File: src/hdl/sqt_pkg.sv
package sqt_pkg;

	localparam int OP_W      = 3;
	localparam int DATA_W    = 8;
	localparam int VOL_W     = 8;
	localparam int BASE_W    = 34;
	localparam int CFG_IDX_W = 2;
	localparam int DIV_W     = DATA_W + 1;
	localparam int DIV_STEPS = BASE_W;
	localparam int CNT_W     = $clog2(DIV_STEPS);

	localparam logic [OP_W-1:0] OP_TICK    = 3'd0;
	localparam logic [OP_W-1:0] OP_DIVIDER = 3'd1;
	localparam logic [OP_W-1:0] OP_CONTROL = 3'd2;
	localparam logic [OP_W-1:0] OP_PAUSE   = 3'd3;
	localparam logic [OP_W-1:0] OP_UNPAUSE = 3'd4;

	localparam logic [CFG_IDX_W-1:0] CFG_VOLUME = 2'd0;
	localparam logic [CFG_IDX_W-1:0] CFG_BASE   = 2'd1;

	localparam logic [DATA_W-1:0] GATE_BITS    = 8'h06;
	localparam logic [DATA_W-1:0] GATE_ON_CODE = 8'h02;
	localparam logic [VOL_W-1:0]  MID_LEVEL    = 8'd128;
	localparam logic [VOL_W-1:0]  VOL_RESET    = 8'd64;
	localparam logic [BASE_W-1:0] BASE_RESET   = 34'h1_0000_0000;

	typedef enum logic [1:0] {
		ST_IDLE,
		ST_DIVIDE,
		ST_APPLY
	} state_t;

	typedef struct packed {
		logic tick;
		logic div_start;
		logic div_step;
		logic div_apply;
		logic ctrl_wr;
		logic pause;
		logic unpause;
	} cmd_t;

	typedef struct packed {
		logic out_free;
		logic div_diff;
		logic div_last;
	} sts_t;

endpackage

File: src/hdl/sqt_ctrl.sv
module sqt_ctrl import sqt_pkg::*; (
	input  logic            clk,
	input  logic            arst_n,
	input  logic            in_valid,
	output logic            in_ready,
	input  logic [OP_W-1:0] operation,
	input  sts_t            sts,
	output cmd_t            cmd
);

	state_t state_q;
	state_t state_next;
	logic   accept;

	assign in_ready = (state_q == ST_IDLE) && (sts.out_free || (operation != OP_TICK));
	assign accept   = in_valid && in_ready;

	always_ff @(posedge clk or negedge arst_n) begin
		if (!arst_n) begin
			state_q <= ST_IDLE;
		end else begin
			state_q <= state_next;
		end
	end

	always_comb begin
		state_next = state_q;
		case (state_q)
			ST_IDLE: begin
				if (accept && (operation == OP_DIVIDER) && sts.div_diff) begin
					state_next = ST_DIVIDE;
				end
			end
			ST_DIVIDE: begin
				if (sts.div_last) begin
					state_next = ST_APPLY;
				end
			end
			ST_APPLY: begin
				state_next = ST_IDLE;
			end
			default: begin
				state_next = ST_IDLE;
			end
		endcase
	end

	always_comb begin
		cmd = '0;
		case (state_q)
			ST_IDLE: begin
				if (accept) begin
					case (operation)
						OP_TICK:    cmd.tick      = 1'b1;
						OP_DIVIDER: cmd.div_start = sts.div_diff;
						OP_CONTROL: cmd.ctrl_wr   = 1'b1;
						OP_PAUSE:   cmd.pause     = 1'b1;
						OP_UNPAUSE: cmd.unpause   = 1'b1;
						default:    cmd           = '0;
					endcase
				end
			end
			ST_DIVIDE: begin
				cmd.div_step = 1'b1;
			end
			ST_APPLY: begin
				cmd.div_apply = 1'b1;
			end
			default: begin
				cmd = '0;
			end
		endcase
	end

endmodule

File: src/hdl/sqt_dp.sv
module sqt_dp import sqt_pkg::*; #(
	parameter int PHASE_WIDTH = 32
) (
	input  logic                 clk,
	input  logic                 arst_n,
	input  cmd_t                 cmd,
	output sts_t                 sts,
	input  logic [DATA_W-1:0]    data,
	input  logic                 cfg_valid,
	input  logic [CFG_IDX_W-1:0] cfg_index,
	input  logic [BASE_W-1:0]    cfg_data,
	output logic                 out_valid,
	input  logic                 out_ready,
	output logic [VOL_W-1:0]     sample
);

	localparam int CW = (PHASE_WIDTH > BASE_W) ? PHASE_WIDTH : BASE_W;
	localparam logic [CW-1:0] STEP_LIMIT = CW'(1) << (PHASE_WIDTH - 2);
	localparam logic [PHASE_WIDTH-1:0] PHASE_HALF = {1'b1, {(PHASE_WIDTH-1){1'b0}}};

	logic [VOL_W-1:0]       volume_q;
	logic [BASE_W-1:0]      base_step_q;
	logic [PHASE_WIDTH-1:0] phase_q;
	logic [PHASE_WIDTH-2:0] phase_step_q;
	logic                   gate_q;
	logic                   saved_gate_q;
	logic [DATA_W-1:0]      divider_q;
	logic [DATA_W-1:0]      control_q;
	logic [DIV_W-1:0]       divisor_q;
	logic [DIV_W-1:0]       rem_q;
	logic [BASE_W-1:0]      quo_q;
	logic [CNT_W-1:0]       count_q;
	logic [VOL_W-1:0]       sample_q;
	logic                   out_valid_q;

	logic [DIV_W:0]         trial;
	logic                   fits;
	logic [CW-1:0]          quo_ext;
	logic [VOL_W:0]         vol_p1;
	logic [VOL_W-1:0]       low_level;
	logic [VOL_W-1:0]       sample_next;
	logic [DATA_W-1:0]      ctrl_diff;

	assign trial       = {rem_q, quo_q[BASE_W-1]};
	assign fits        = trial >= {1'b0, divisor_q};
	assign quo_ext     = CW'(quo_q);
	assign vol_p1      = {1'b0, volume_q} + (VOL_W+1)'(1);
	assign low_level   = MID_LEVEL - vol_p1[VOL_W:1];
	assign sample_next = low_level + ((gate_q && phase_q[PHASE_WIDTH-1]) ? volume_q : '0);
	assign ctrl_diff   = control_q ^ data;

	assign sts.out_free = !out_valid_q || out_ready;
	assign sts.div_diff = data != divider_q;
	assign sts.div_last = count_q == CNT_W'(DIV_STEPS - 1);

	assign out_valid = out_valid_q;
	assign sample    = sample_q;

	always_ff @(posedge clk or negedge arst_n) begin
		if (!arst_n) begin
			volume_q    <= VOL_RESET;
			base_step_q <= BASE_RESET;
		end else if (cfg_valid) begin
			case (cfg_index)
				CFG_VOLUME: volume_q    <= cfg_data[VOL_W-1:0];
				CFG_BASE:   base_step_q <= cfg_data;
				default:    volume_q    <= volume_q;
			endcase
		end
	end

	always_ff @(posedge clk or negedge arst_n) begin
		if (!arst_n) begin
			phase_q      <= '0;
			phase_step_q <= '0;
			gate_q       <= 1'b0;
			saved_gate_q <= 1'b0;
			divider_q    <= '0;
			control_q    <= '0;
			count_q      <= '0;
			out_valid_q  <= 1'b0;
		end else begin
			if (cmd.tick) begin
				out_valid_q <= 1'b1;
				phase_q     <= phase_q + PHASE_WIDTH'(phase_step_q);
			end else if (out_ready) begin
				out_valid_q <= 1'b0;
			end
			if (cmd.div_start) begin
				divider_q <= data;
				count_q   <= '0;
			end
			if (cmd.div_step) begin
				count_q <= count_q + CNT_W'(1);
			end
			if (cmd.div_apply) begin
				if (quo_ext > STEP_LIMIT) begin
					phase_step_q <= '0;
					phase_q      <= PHASE_HALF;
				end else begin
					phase_step_q <= (PHASE_WIDTH-1)'(quo_ext);
				end
			end
			if (cmd.ctrl_wr) begin
				control_q <= data;
				if ((ctrl_diff & GATE_BITS) != '0) begin
					gate_q <= (data & GATE_BITS) == GATE_ON_CODE;
				end
			end
			if (cmd.pause) begin
				saved_gate_q <= gate_q;
				gate_q       <= 1'b0;
			end
			if (cmd.unpause) begin
				gate_q <= saved_gate_q;
			end
		end
	end

	always_ff @(posedge clk) begin
		if (cmd.tick) begin
			sample_q <= sample_next;
		end
		if (cmd.div_start) begin
			divisor_q <= {1'b0, data} + DIV_W'(1);
			rem_q     <= '0;
			quo_q     <= base_step_q;
		end else if (cmd.div_step) begin
			rem_q <= fits ? DIV_W'(trial - {1'b0, divisor_q}) : trial[DIV_W-1:0];
			quo_q <= {quo_q[BASE_W-2:0], fits};
		end
	end

endmodule

File: src/hdl/square_tone_generator.sv
// Output: a sample tick's sample is registered and shows on the output in the cycle
// after the tick is accepted. Input: ticks, control writes, pause and unpause are taken
// while idle, a tick only when the output has room; a divider write that changes the
// divider runs a load, 34 steps of the bit-serial divider and an apply, with the input
// stalled meanwhile. Reset: arst_n clears phase, step, gate and register copies, volume
// to 64, base step to 2^32; the block is ready as soon as reset is released.
module square_tone_generator import sqt_pkg::*; #(
	parameter int PHASE_WIDTH = 32
) (
	input  logic                 clk,
	input  logic                 arst_n,
	input  logic                 in_valid,
	output logic                 in_ready,
	input  logic [OP_W-1:0]      operation,
	input  logic [DATA_W-1:0]    data,
	output logic                 out_valid,
	input  logic                 out_ready,
	output logic [VOL_W-1:0]     sample,
	input  logic                 cfg_valid,
	output logic                 cfg_ready,
	input  logic [CFG_IDX_W-1:0] cfg_index,
	input  logic [BASE_W-1:0]    cfg_data
);

	cmd_t cmd;
	sts_t sts;

	assign cfg_ready = 1'b1;

	sqt_ctrl u_ctrl (
		.clk       (clk),
		.arst_n    (arst_n),
		.in_valid  (in_valid),
		.in_ready  (in_ready),
		.operation (operation),
		.sts       (sts),
		.cmd       (cmd)
	);

	sqt_dp #(
		.PHASE_WIDTH (PHASE_WIDTH)
	) u_dp (
		.clk       (clk),
		.arst_n    (arst_n),
		.cmd       (cmd),
		.sts       (sts),
		.data      (data),
		.cfg_valid (cfg_valid && cfg_ready),
		.cfg_index (cfg_index),
		.cfg_data  (cfg_data),
		.out_valid (out_valid),
		.out_ready (out_ready),
		.sample    (sample)
	);

`ifndef NO_ASSERTIONS
	a_cmd_onehot: assert property (@(posedge clk) disable iff (!arst_n)
		$onehot0({cmd.tick, cmd.div_start, cmd.div_step, cmd.div_apply,
			cmd.ctrl_wr, cmd.pause, cmd.unpause}))
		else $error("more than one datapath command at once");

	a_start_steps: assert property (@(posedge clk) disable iff (!arst_n)
		cmd.div_start |=> cmd.div_step)
		else $error("divider start not followed by a step");

	a_last_apply: assert property (@(posedge clk) disable iff (!arst_n)
		(cmd.div_step && sts.div_last) |=> cmd.div_apply)
		else $error("last divider step not followed by apply");

	a_busy_stall: assert property (@(posedge clk) disable iff (!arst_n)
		(cmd.div_step || cmd.div_apply) |-> !in_ready)
		else $error("input taken while divider busy");
`endif

endmodule

File: config.mk
export PLATFORM = sky130hd
export DESIGN_NAME = square_tone_generator
export DESIGN_NICKNAME = d
export VERILOG_FILES = /design/src/hdl/sqt_pkg.sv /design/src/hdl/sqt_ctrl.sv /design/src/hdl/sqt_dp.sv /design/src/hdl/square_tone_generator.sv
export SDC_FILE = /design/constraint.sdc
export NUM_CORES = 1
export LEC_CHECK = 0
export BUFFER_PORTS_ARGS = -buffer_cell sky130_fd_sc_hd__buf_4
export CAP_MARGIN = 20
export CORE_ASPECT_RATIO = 2
export CORE_UTILIZATION = 60
export DETAILED_ROUTE_END_ITERATION = 8
export PLACE_DENSITY_LB_ADDON = 0.15
export SETUP_SLACK_MARGIN = 0.4
export SLEW_MARGIN = 30
export SYNTH_ARGS = -nofsm -noshare
export SYNTH_HDL_FRONTEND = slang
export SYNTH_HIERARCHICAL = 1
export SYNTH_SLANG_ARGS = --single-unit
File: constraint.sdc
create_clock -name clk -period 10.35 [get_ports clk]
set_input_delay 2.07 -clock clk [delete_from_list [all_inputs] [get_ports clk]]
set_output_delay 2.07 -clock clk [all_outputs]
set_load 0.01 [all_outputs]
Word-level counts from Yosys, hierarchy flattened
Index checks and enable logic that the tools add are counted.
- bits in registers: 187
- input bits: 52
- output and inout port bits: 11
- add/sub/neg operators: 7
- order comparisons: 2
- equal/unequal tests: 12
- mux-type cells: 29
- bitwise gates (word level): 1
- reductions and logical operators: 21
- operators with widths (cell ; count):
    2-to-1 mux 32 bit ; 3
    2-to-1 mux 34 bit ; 2
    > comparator 34 x 31 -> 1 bit (second input constant) ; 1
    adder 32 x 31 -> 32 bit ; 1
    2-to-1 mux 31 bit ; 1
    adder 8 x 1 -> 9 bit (second input constant) ; 2
    2-to-1 mux 6 bit ; 2
    2-to-1 mux 1 bit ; 11
    >= comparator 10 x 9 -> 1 bit ; 1
    2-to-1 mux 9 bit ; 1
    nonzero test 3 bit ; 3
    subtractor 9 bit ; 1
    adder 8 bit ; 1
    2-to-1 mux 8 bit ; 1
    inequality test 8 bit ; 1
    AND reduction 2 bit ; 4
    nonzero test 8 bit ; 1
    subtractor 8 bit (first input constant) ; 1
    2-to-1 mux 7 bit ; 1
    adder 6 x 1 -> 6 bit (second input constant) ; 1
    equality test 2 x 1 -> 1 bit (second input constant) ; 3
    equality test 3 x 2 -> 1 bit (second input constant) ; 2
    equality test 6 bit (second input constant) ; 1
    2-to-1 mux 2 bit ; 3
    14 further kinds ; 23

Longest topological paths before layout
Gate-level depths: netlist of the first run.
- depth after elaboration: 10
- mapped depth: 12
- depth with buffers taken out: 11

Cells and area by module
Netlist of the first run, hierarchy kept.
- by module, submodules not included (module ; instances ; cells each ; area an instance (um^2) ; seq. area each (um^2)):
    sqt_dp ; 1 ; 952 ; 10117.2 ; 4817.1
    sqt_ctrl ; 1 ; 20 ; 178.9 ; 50.0
    square_tone_generator ; 1 ; 2 ; 11.3 ; 0.0

Least setup slack after synthesis of the first run
Ideal clock, no wire load.
- path kind: input to register
- from: in operation[2]
- to: reg u_dp.quo_q[0], in the netlist u_dp/quo_ext[0], enable pin
- setup time: 0.376 ns
- arrival: 4.788 ns
- setup slack: 5.187 ns
- cell stages on the path: 5
- path through: or4b_4 -> nor3_1 -> clkbuf_1 -> clkbuf_1 -> or2_2
- RTL lines (element ; RTL line ; text):
    start: declaration ; square_tone_generator.sv:14 ; input logic [OP_W-1:0] operation,
    end signal: assignment ; sqt_dp.sv:127 ; quo_q <= base_step_q;
    end signal: assignment ; sqt_dp.sv:130 ; quo_q <= {quo_q[BASE_W-2:0], fits};
    end: declaration ; sqt_dp.sv:31 ; logic [BASE_W-1:0] quo_q;

==> reports/metrics.cfg, run 1 <==
[status]
run_status = completed

[detailed_routing]
ant_nets = 0
vias_per_cell = 6.00
wl_um = 22600
wire_per_inst_um = 18.2
first_pass_iters = 4
drt_iter0_drc = 385
vias = 7441
drc = 0

[pwr]
seqPwrFrac = 0.449
clockPowerShare = 0.279
power_switching_mw = 0.731
total_power_mw = 2.37
internal_power_mw = 1.63
p_comb_frac = 0.272
powerDensity_mw_per_mm2 = 205
p_leak_nw = 5.15
vdd_drop_max_mv = 0.157
switching_share = 0.309

[floorplan]
die_w_um = 94.7
die_y_um = 187
rows = 67
pin_count = 63
start_util = 0.615
die-area_mm2 = 0.0177
fp.coreArea_mm2 = 0.0168

[layout]
final_common_cell = dfrtp_1
layout.nets = 1132
antenna-diode-count = 0
final_cell_mix = dfrtp_1 (124), nand2_1 (87), mux2_2 (86), buf_4 (67), inv_1 (64)
final_util = 0.689
syn_to_final_growth_pct = 12.0
drive_gt1_frac = 0.200

[setup_path]
critical_path_class = primary input to output pin
timing.rr.start = u_ctrl/state_q[0]
required_ps = 8280
reg2reg_to = u_dp/phase_q[31]
startpoint_type = primary input
cp.arrival_ps = 2840
end_kind = output pin
critPathLaunch = out_ready
reg2reg_slack_ps = 7030
rr_worst_depth = 9
crit_path_max_fanout = 3

[sta]
worst_clock_skew_ps = 8.31
setup_viol = 0
finalCritPeriodShare = 0.474
worst_slew_margin_rel = 0.424
worst_pin_slew_ps = 864
finalHoldViolCount = 0
maxSlewViolCount = 0
rsz0062_at_grt = false
min_period_ps = 4910
fmax_ghz = 0.204
tns_ps = 0

[clock_tree]
cts-buffers-inserted = 17
cts_tree = built
h-tree-depth = 4
clkLatencyLatePin_ps = 430
postCtsHoldBufs = 0
clk_pin_slew_ps = 70
cts_resized = 0
cts.path.max_buffers = 2
cts_setup_buffers = 0
cts-root-buf = clkbuf_16
cts_sinks = 186

[global_route]
grt_overflow = 0
grt_pass1_vias = 7742
grtUsageTotal = 0.271
grt_max_degree = 68
grt_first_pass_wirelength_um = 37300
antenna_found_initial = 0

[logic_synthesis]
syn_area_mm2 = 0.0103
synth-main-ff-cell = dfrtp_1
synth_top_cell_area_share = 0.301
async_flop_share = 0.677
yosys_warnings = 6
syn_nets = 1086
synth_edf_count = 51
yosys-top-cells-area = dfrtp_1 (30%), edfxtp_1 (15%), mux2_2 (9.4%), ha_1 (6.9%), nand2_1 (3.2%)
synth-seq-cells = 186
avgSynthCellArea_um2 = 10.6
synth.yosys.seq_area_share = 0.472
syn_inst = 974
ys_types = 71
synth_area_leader_cell = dfrtp_1

[placement]
portBuffers = 61
gp_congestion = 0.856
dp_hpwl_um = 16000

[run]
maxCapViolations = 0

[worst_hold_path]
hold_end = u_dp/gate_q
holdPathStages = 2
hp-class = register to register
min_from = u_dp/saved_gate_q

-- layer usage --
layer  global-route usage  vias to the layer above  wire length [µm]
li1                     -                     3597                 -
met1                0.296                     3662              8540
met2                0.498                      137             12600
met3               0.0443                       45               673
met4                0.119                        0               762
met5                    0                        -                 0
-- sequential cells by signal, summed over array words and instances (netlist names), 2 cells and up --
name	count
u_dp/base_step_q	34
u_dp/rem_q	9
u_dp/quo_ext	34
u_dp/phase_step_q	31
u_dp/divisor_q	9
u_dp/divider_q	8
u_dp/control_q	2
u_dp/phase_q	32
u_dp/count_q	6
u_dp/volume_q	8
u_dp/sample	8
u_ctrl/state_q	2
-- layout make-up --
| class | instances | area, µm² |
|---|---|---|
| Fill cell | 1307 | 5220 |
| Multi-Input combinational cell | 683 | 5040 |
| Sequential cell | 186 | 4870 |
| Clock buffer | 27 | 556 |
| Timing Repair Buffer | 68 | 531 |
| Tap cell | 207 | 259 |
| Inverter | 64 | 240 |
| Clock inverter | 5 | 51.3 |
-- stage by stage --
step,worst slack [ps],cells,hold WS (ps),instance area (µm²)
finish,5440,1240,489,11500
global route,5380,1240,509,11500
CTS,5440,1240,494,11500
detailed placement,5240,1208,479,10900
global placement,5300,1207,458,10900
floorplan,5190,974,448,10300
-- critical path: stages --
cell and delay [ps]:
buf_4 100, nand2b_1 190, nor4_1 240, nor3_1 80
buf_4 150
-- power by group through the flow --
stage	combinational, mW	sequential [mW]	clock [mW]
after floorplan	0.509	1.02	0
after global placement	0.620	1.07	0
after CTS	0.649	1.06	0.672
after detailed placement	0.643	1.07	0
final	0.644	1.06	0.659
after global routing	0.714	1.08	0.696
-- synth_stat cells, types with 19 or more instances --
| cell type | instances |
|---|---|
| nand2_1 | 88 |
| nand3_1 | 19 |
| inv_1 | 64 |
| nor2_1 | 55 |
| o22ai_1 | 35 |
| clkbuf_1 | 31 |
| xor2_1 | 23 |
| ha_1 | 57 |
| a21oi_1 | 47 |
| a21o_1 | 27 |
| dfrtp_1 | 124 |
| mux2i_1 | 21 |
| edfxtp_1 | 51 |
| xnor2_1 | 23 |
| o21ai_0 | 36 |
| mux2_2 | 86 |
-- worst max-delay path by stage --
stage                        to  slack, ps  cells after the start
2_1_floorplan   u_dp/quo_ext[0]       5190                      5
3_3_place_gp   u_dp/phase_q[31]       5300                     10
3_5_place_dp   u_dp/phase_q[31]       5240                     10
4_1_cts                in_ready       5440                      5
5_1_grt                in_ready       5380                      5
6_report               in_ready       5440                      5
-- logic make-up after synthesis --
logic type / after synthesis / share of synthesized area
AOI/OAI and AO/OA: 209 / 0.132
xor gates and xnor gates: 46 / 0.0391
adders and majority gates: 60 / 0.0750
buffers and inverters: 105 / 0.0401
DFF: 186 / 0.472
muxes: 107 / 0.114
other: 1 / 0.000364
and+or+nand+nor: 260 / 0.127
Power figures use the tool's default switching activity.
==> run 2, diff against run 1 <==
- clock period: 10.35 -> 4.8 ns (I/O delays scaled with it)
==> run 2 against run 1 <==
Cell area up 0.23%. Largest cell class unchanged. Combinational power is 120% higher. First-iteration DRC count decreased by 36%. Cell count is the same. Sequential cell count unchanged.
==> reports/metrics.cfg, run 2 (synthesis gave the netlist of run 1 again) <==
[floorplan]
pin_count = 63
fp.coreArea_mm2 = 0.0168
rows = 67
die_w_um = 94.7
die-area_mm2 = 0.0177
start_util = 0.615
die_y_um = 187

[sta]
rsz0062_at_grt = false
maxSlewViolCount = 0
finalHoldViolCount = 0
worst_pin_slew_ps = 836
fmax_ghz = 0.329
setup_ws_ps = 1760
min_period_ps = 3040
tns_ps = 0
finalCritPeriodShare = 0.634
worst_clock_skew_ps = 7.54
worst_slew_margin_rel = 0.442
setup_viol = 0
holdWs_ps = 497

[placement]
gp_congestion = 0.840
portBuffers = 61
dp_slack_ps = 1580
dp_hpwl_um = 15800

[layout]
nFillCells = 1293
final_cell_mix = dfrtp_1 (124), nand2_1 (88), mux2_2 (86), buf_4 (66), inv_1 (64)
antenna-diode-count = 0
syn_to_final_growth_pct = 12.3
drive_gt1_frac = 0.199
final_common_cell = dfrtp_1
layout.nets = 1132

[detailed_routing]
drt_iter0_drc = 245
vias = 7347
vias_per_cell = 5.93
drc = 0
wl_um = 21500
ant_nets = 0
first_pass_iters = 5
wire_per_inst_um = 17.3

[setup_path]
cp_top_family = simple AND/OR/NAND/NOR gates
startpoint_type = register
path_cells = nor4_1 > nand4_1 > o22ai_1 > nand2_1 > buf_4 > and2_1 > buf_4 > or3_1 > mux2i_1 > a311o_2
reg2reg_slack_ps = 1760
max_stage_delay_ps = 470
end_kind = register
crit_path_max_fanout = 25
critical_path_class = register to register
cp.arrival_ps = 3410
slowest_stage = nor4_1
required_ps = 5170
worst-path-buf-inv = 2
path_common_cell = buf_4

[clock_tree]
cts.path.max_buffers = 2
clk_pin_slew_ps = 70
cts_setup_buffers = 0
h-tree-depth = 4
postCtsHoldBufs = 0
cts-root-buf = clkbuf_16
cts_tree = built
cts_sinks = 186
clkLatencyLatePin_ps = 420
cts-buffers-inserted = 17
cts_resized = 0

[global_route]
grt_first_pass_wirelength_um = 35800
grt_max_degree = 75
grt_pass1_vias = 7632
grt_overflow = 0
antenna_found_initial = 0
grtUsageTotal = 0.263

[pwr]
p_leak_nw = 5.15
vdd_drop_max_mv = 0.425
powerDensity_mw_per_mm2 = 445

[worst_hold_path]
hp-class = register to register

[status]
run_status = completed

[run]
maxCapViolations = 0

run 2: metal layers:
| metal | vias up | wire length, µm | share of wire | track usage |
|---|---|---|---|---|
| met4 | 0 | 912 | 0.042 | 0.133 |
| met5 | - | 0 | 0 | 0 |
| met3 | 62 | 598 | 0.028 | 0.0463 |
| met1 | 3537 | 8310 | 0.39 | 0.286 |
| met2 | 141 | 11700 | 0.54 | 0.472 |
| li1 | 3607 | - | - | - |
run 2: path summary, 6_finish.rpt:
check                                        to              from  cells past startpoint
min in group asynchronous       u_dp/phase_q[7]            arst_n                      1
hold / removal                  u_dp/count_q[5]   u_dp/count_q[5]                      1
setup / recovery               u_dp/phase_q[30]  u_dp/quo_ext[24]                     10
setup reg to reg               u_dp/phase_q[30]  u_dp/quo_ext[24]                     10
hold reg to reg                 u_dp/count_q[5]   u_dp/count_q[5]                      1
max in group asynchronous  u_dp/base_step_q[29]            arst_n                      2
run 2: final cells by class:
| class | instances | area (µm²) | share of cell area |
|---|---|---|---|
| well taps | 207 | 259 | 0.0224 |
| repair buffers | 68 | 527 | 0.0455 |
| inverters | 64 | 240 | 0.0208 |
| multi-input cells | 683 | 5040 | 0.436 |
| flip-flops and latches | 186 | 4870 | 0.421 |
| clock buffers | 24 | 537 | 0.0464 |
| clock inverters | 8 | 101 | 0.00876 |
run 2: where the power goes:
| group | switching [mW] | total [mW] | internal (mW) |
|---|---|---|---|
| combinational | 0.734 | 1.39 | 0.654 |
| sequential | 0.248 | 2.27 | 2.02 |
| clock | 0.593 | 1.49 | 0.894 |
run 2: stage by stage:
| step | utilization | power, mW | cell area, µm² | std cells |
|---|---|---|---|---|
| after floorplan | - | 3.30 | 10300 | 974 |
| after global placement | 0.652 | 3.62 | 10900 | 1208 |
| after detailed placement | 0.652 | 3.68 | 10900 | 1208 |
| after CTS | 0.690 | 5.18 | 11600 | 1240 |
| after global routing | 0.690 | 5.44 | 11600 | 1240 |
| final | 0.690 | 5.15 | 11600 | 1240 |
==> run 3, diff against run 2 <==
- CORE_UTILIZATION: 60 -> 56
- clock period: 4.8 -> 2.6 ns (I/O delays scaled with it)
==> run 3 against run 2 <==
Core utilization is 4.5 points higher. Largest power group unchanged. Non-clock buffer count increased by 86. Via count increased by 9.4%. Critical endpoint is now u_dp/phase_q[28].
==> reports/metrics.cfg, run 3 (synthesis gave the netlist of run 1 again) <==
[status]
run_status = completed

[detailed_routing]
vias = 8038
vias_per_cell = 6.03
wl_um = 26000
wire_per_inst_um = 19.5
drc = 0
first_pass_iters = 5
ant_nets = 0
drt_iter0_drc = 425

[sta]
finalCritPeriodShare = 0.990
fmax_ghz = 0.388
min_period_ps = 2570
finalHoldViolCount = 0
worst_pin_slew_ps = 667
rsz0062_at_grt = true
holdWs_ps = 324
worst_slew_margin_rel = 0.554
maxSlewViolCount = 0
setup_viol = 0
worst_clock_skew_ps = 12.2

[global_route]
grt_first_pass_wirelength_um = 40700
grtUsageTotal = 0.276
grt_overflow = 0
grt_max_degree = 51
grt_pass1_vias = 8322
antenna_found_initial = 0

[placement]
portBuffers = 61
gp_congestion = 0.842
placed_area_mm2 = 0.0114
dp_hpwl_um = 16900
place_inst = 1256

[setup_path]
end_kind = register
critical_path_class = register to register
cp.arrival_ps = 2880
startpoint_type = register
crit_path_max_fanout = 3
required_ps = 2910

[pwr]
p_comb_frac = 0.341
vdd_drop_max_mv = 0.728
internal_power_mw = 6.98
seqPwrFrac = 0.411
p_leak_nw = 5.71
powerDensity_mw_per_mm2 = 783
power_switching_mw = 3.31
switching_share = 0.322
clockPowerShare = 0.248

[clock_tree]
cts.path.max_buffers = 2
cts-root-buf = clkbuf_16
h-tree-depth = 4
cts_tree = built
clkLatencyLatePin_ps = 430
clk_pin_slew_ps = 70
cts-buffers-inserted = 17
cts_sinks = 186

[layout]
drive_gt1_frac = 0.352
layout.nets = 1220
syn_to_final_growth_pct = 27.5
final_area_mm2 = 0.0131
final_cell_mix = buf_4 (131), dfrtp_1 (118), nand2_1 (83), mux2_2 (71), inv_1 (61)
antenna-diode-count = 0
final_util = 0.735
final_cell_count_no_fill = 1334
final_common_cell = buf_4
nFillCells = 1222

[floorplan]
fp.coreArea_mm2 = 0.0179
pin_count = 63
die_w_um = 97.9
die_y_um = 194
start_util = 0.577
die-area_mm2 = 0.0190
rows = 69

[run]
maxCapViolations = 0

[worst_hold_path]
hp-class = primary input to register

-- run 3: cell type report --
cell class / count / area, µm² / share of cell area
well taps: 213 / 267 / 0.0203
clock buffers: 24 / 473 / 0.0360
clock inverters: 8 / 95.1 / 0.00724
repair buffers: 154 / 1330 / 0.101
multi-input cells: 685 / 5850 / 0.445
inverters: 64 / 245 / 0.0187
flip-flops and latches: 186 / 4870 / 0.371
-- run 3: worst max-delay path: stages, from the launching register on --
cell and delay [ps]:
dfrtp_1 380, ha_2 200, fa_2 380, a211oi_2 230
buf_4 150, or2_4 110, o211ai_4 100, o21ai_4 260
a21boi_2 120, nand4b_1 240, a211oi_2 240, nor3b_2 60
-- run 3: timing repair --
action | in CTS | in global routing
gates resized for setup | 66 | 92
hold endpoints to repair | 9 | 0
endpoints found under the setup margin | 105 | 43
setup buffers | 27 | 13
cloned | 5 | 0
hold buffers | 1 | 0
pin swaps | 49 | 44
-- run 3: worst paths after layout --
| path | startpoint | end | slack [ps] | cells past startpoint |
|---|---|---|---|---|
| max | u_dp/phase_q[0] | u_dp/phase_q[28] | 30 | 11 |
| min | cfg_data[25] | u_dp/base_step_q[25] | 320 | 2 |
| max reg2reg | u_dp/phase_q[0] | u_dp/phase_q[28] | 30 | 11 |
| min reg2reg | u_dp/count_q[5] | u_dp/count_q[5] | 490 | 1 |
| max in group asynchronous | arst_n | u_dp/base_step_q[32] | 1390 | 3 |
| min in group asynchronous | arst_n | u_dp/phase_q[4] | 480 | 2 |
-- run 3: stage by stage --
stage                     setup WS (ps)  TNS [ps]  power (mW)
after floorplan                    9.92         0        6.17
after global placement            -62.0      -152        6.87
after detailed placement           -109      -356        6.97
after CTS                          83.5         0        9.91
after global routing              -98.9      -265        10.8
final                              25.2         0        10.3
-- run 3: per-layer routing --
metal	global-route usage	up-vias	part of all wire
li1	-	3782	-
met1	0.279	3970	0.36
met2	0.529	209	0.56
met3	0.0429	77	0.030
met4	0.145	0	0.042
met5	0	-	0
-- run 3: power by group through the flow --
stage	combinational (mW)	sequential, mW	clock, mW
global placement	2.66	4.21	0
floorplan	2.11	4.06	0
CTS	3.14	4.18	2.58
finish	3.51	4.23	2.55
detailed placement	2.74	4.23	0
global route	3.80	4.28	2.70
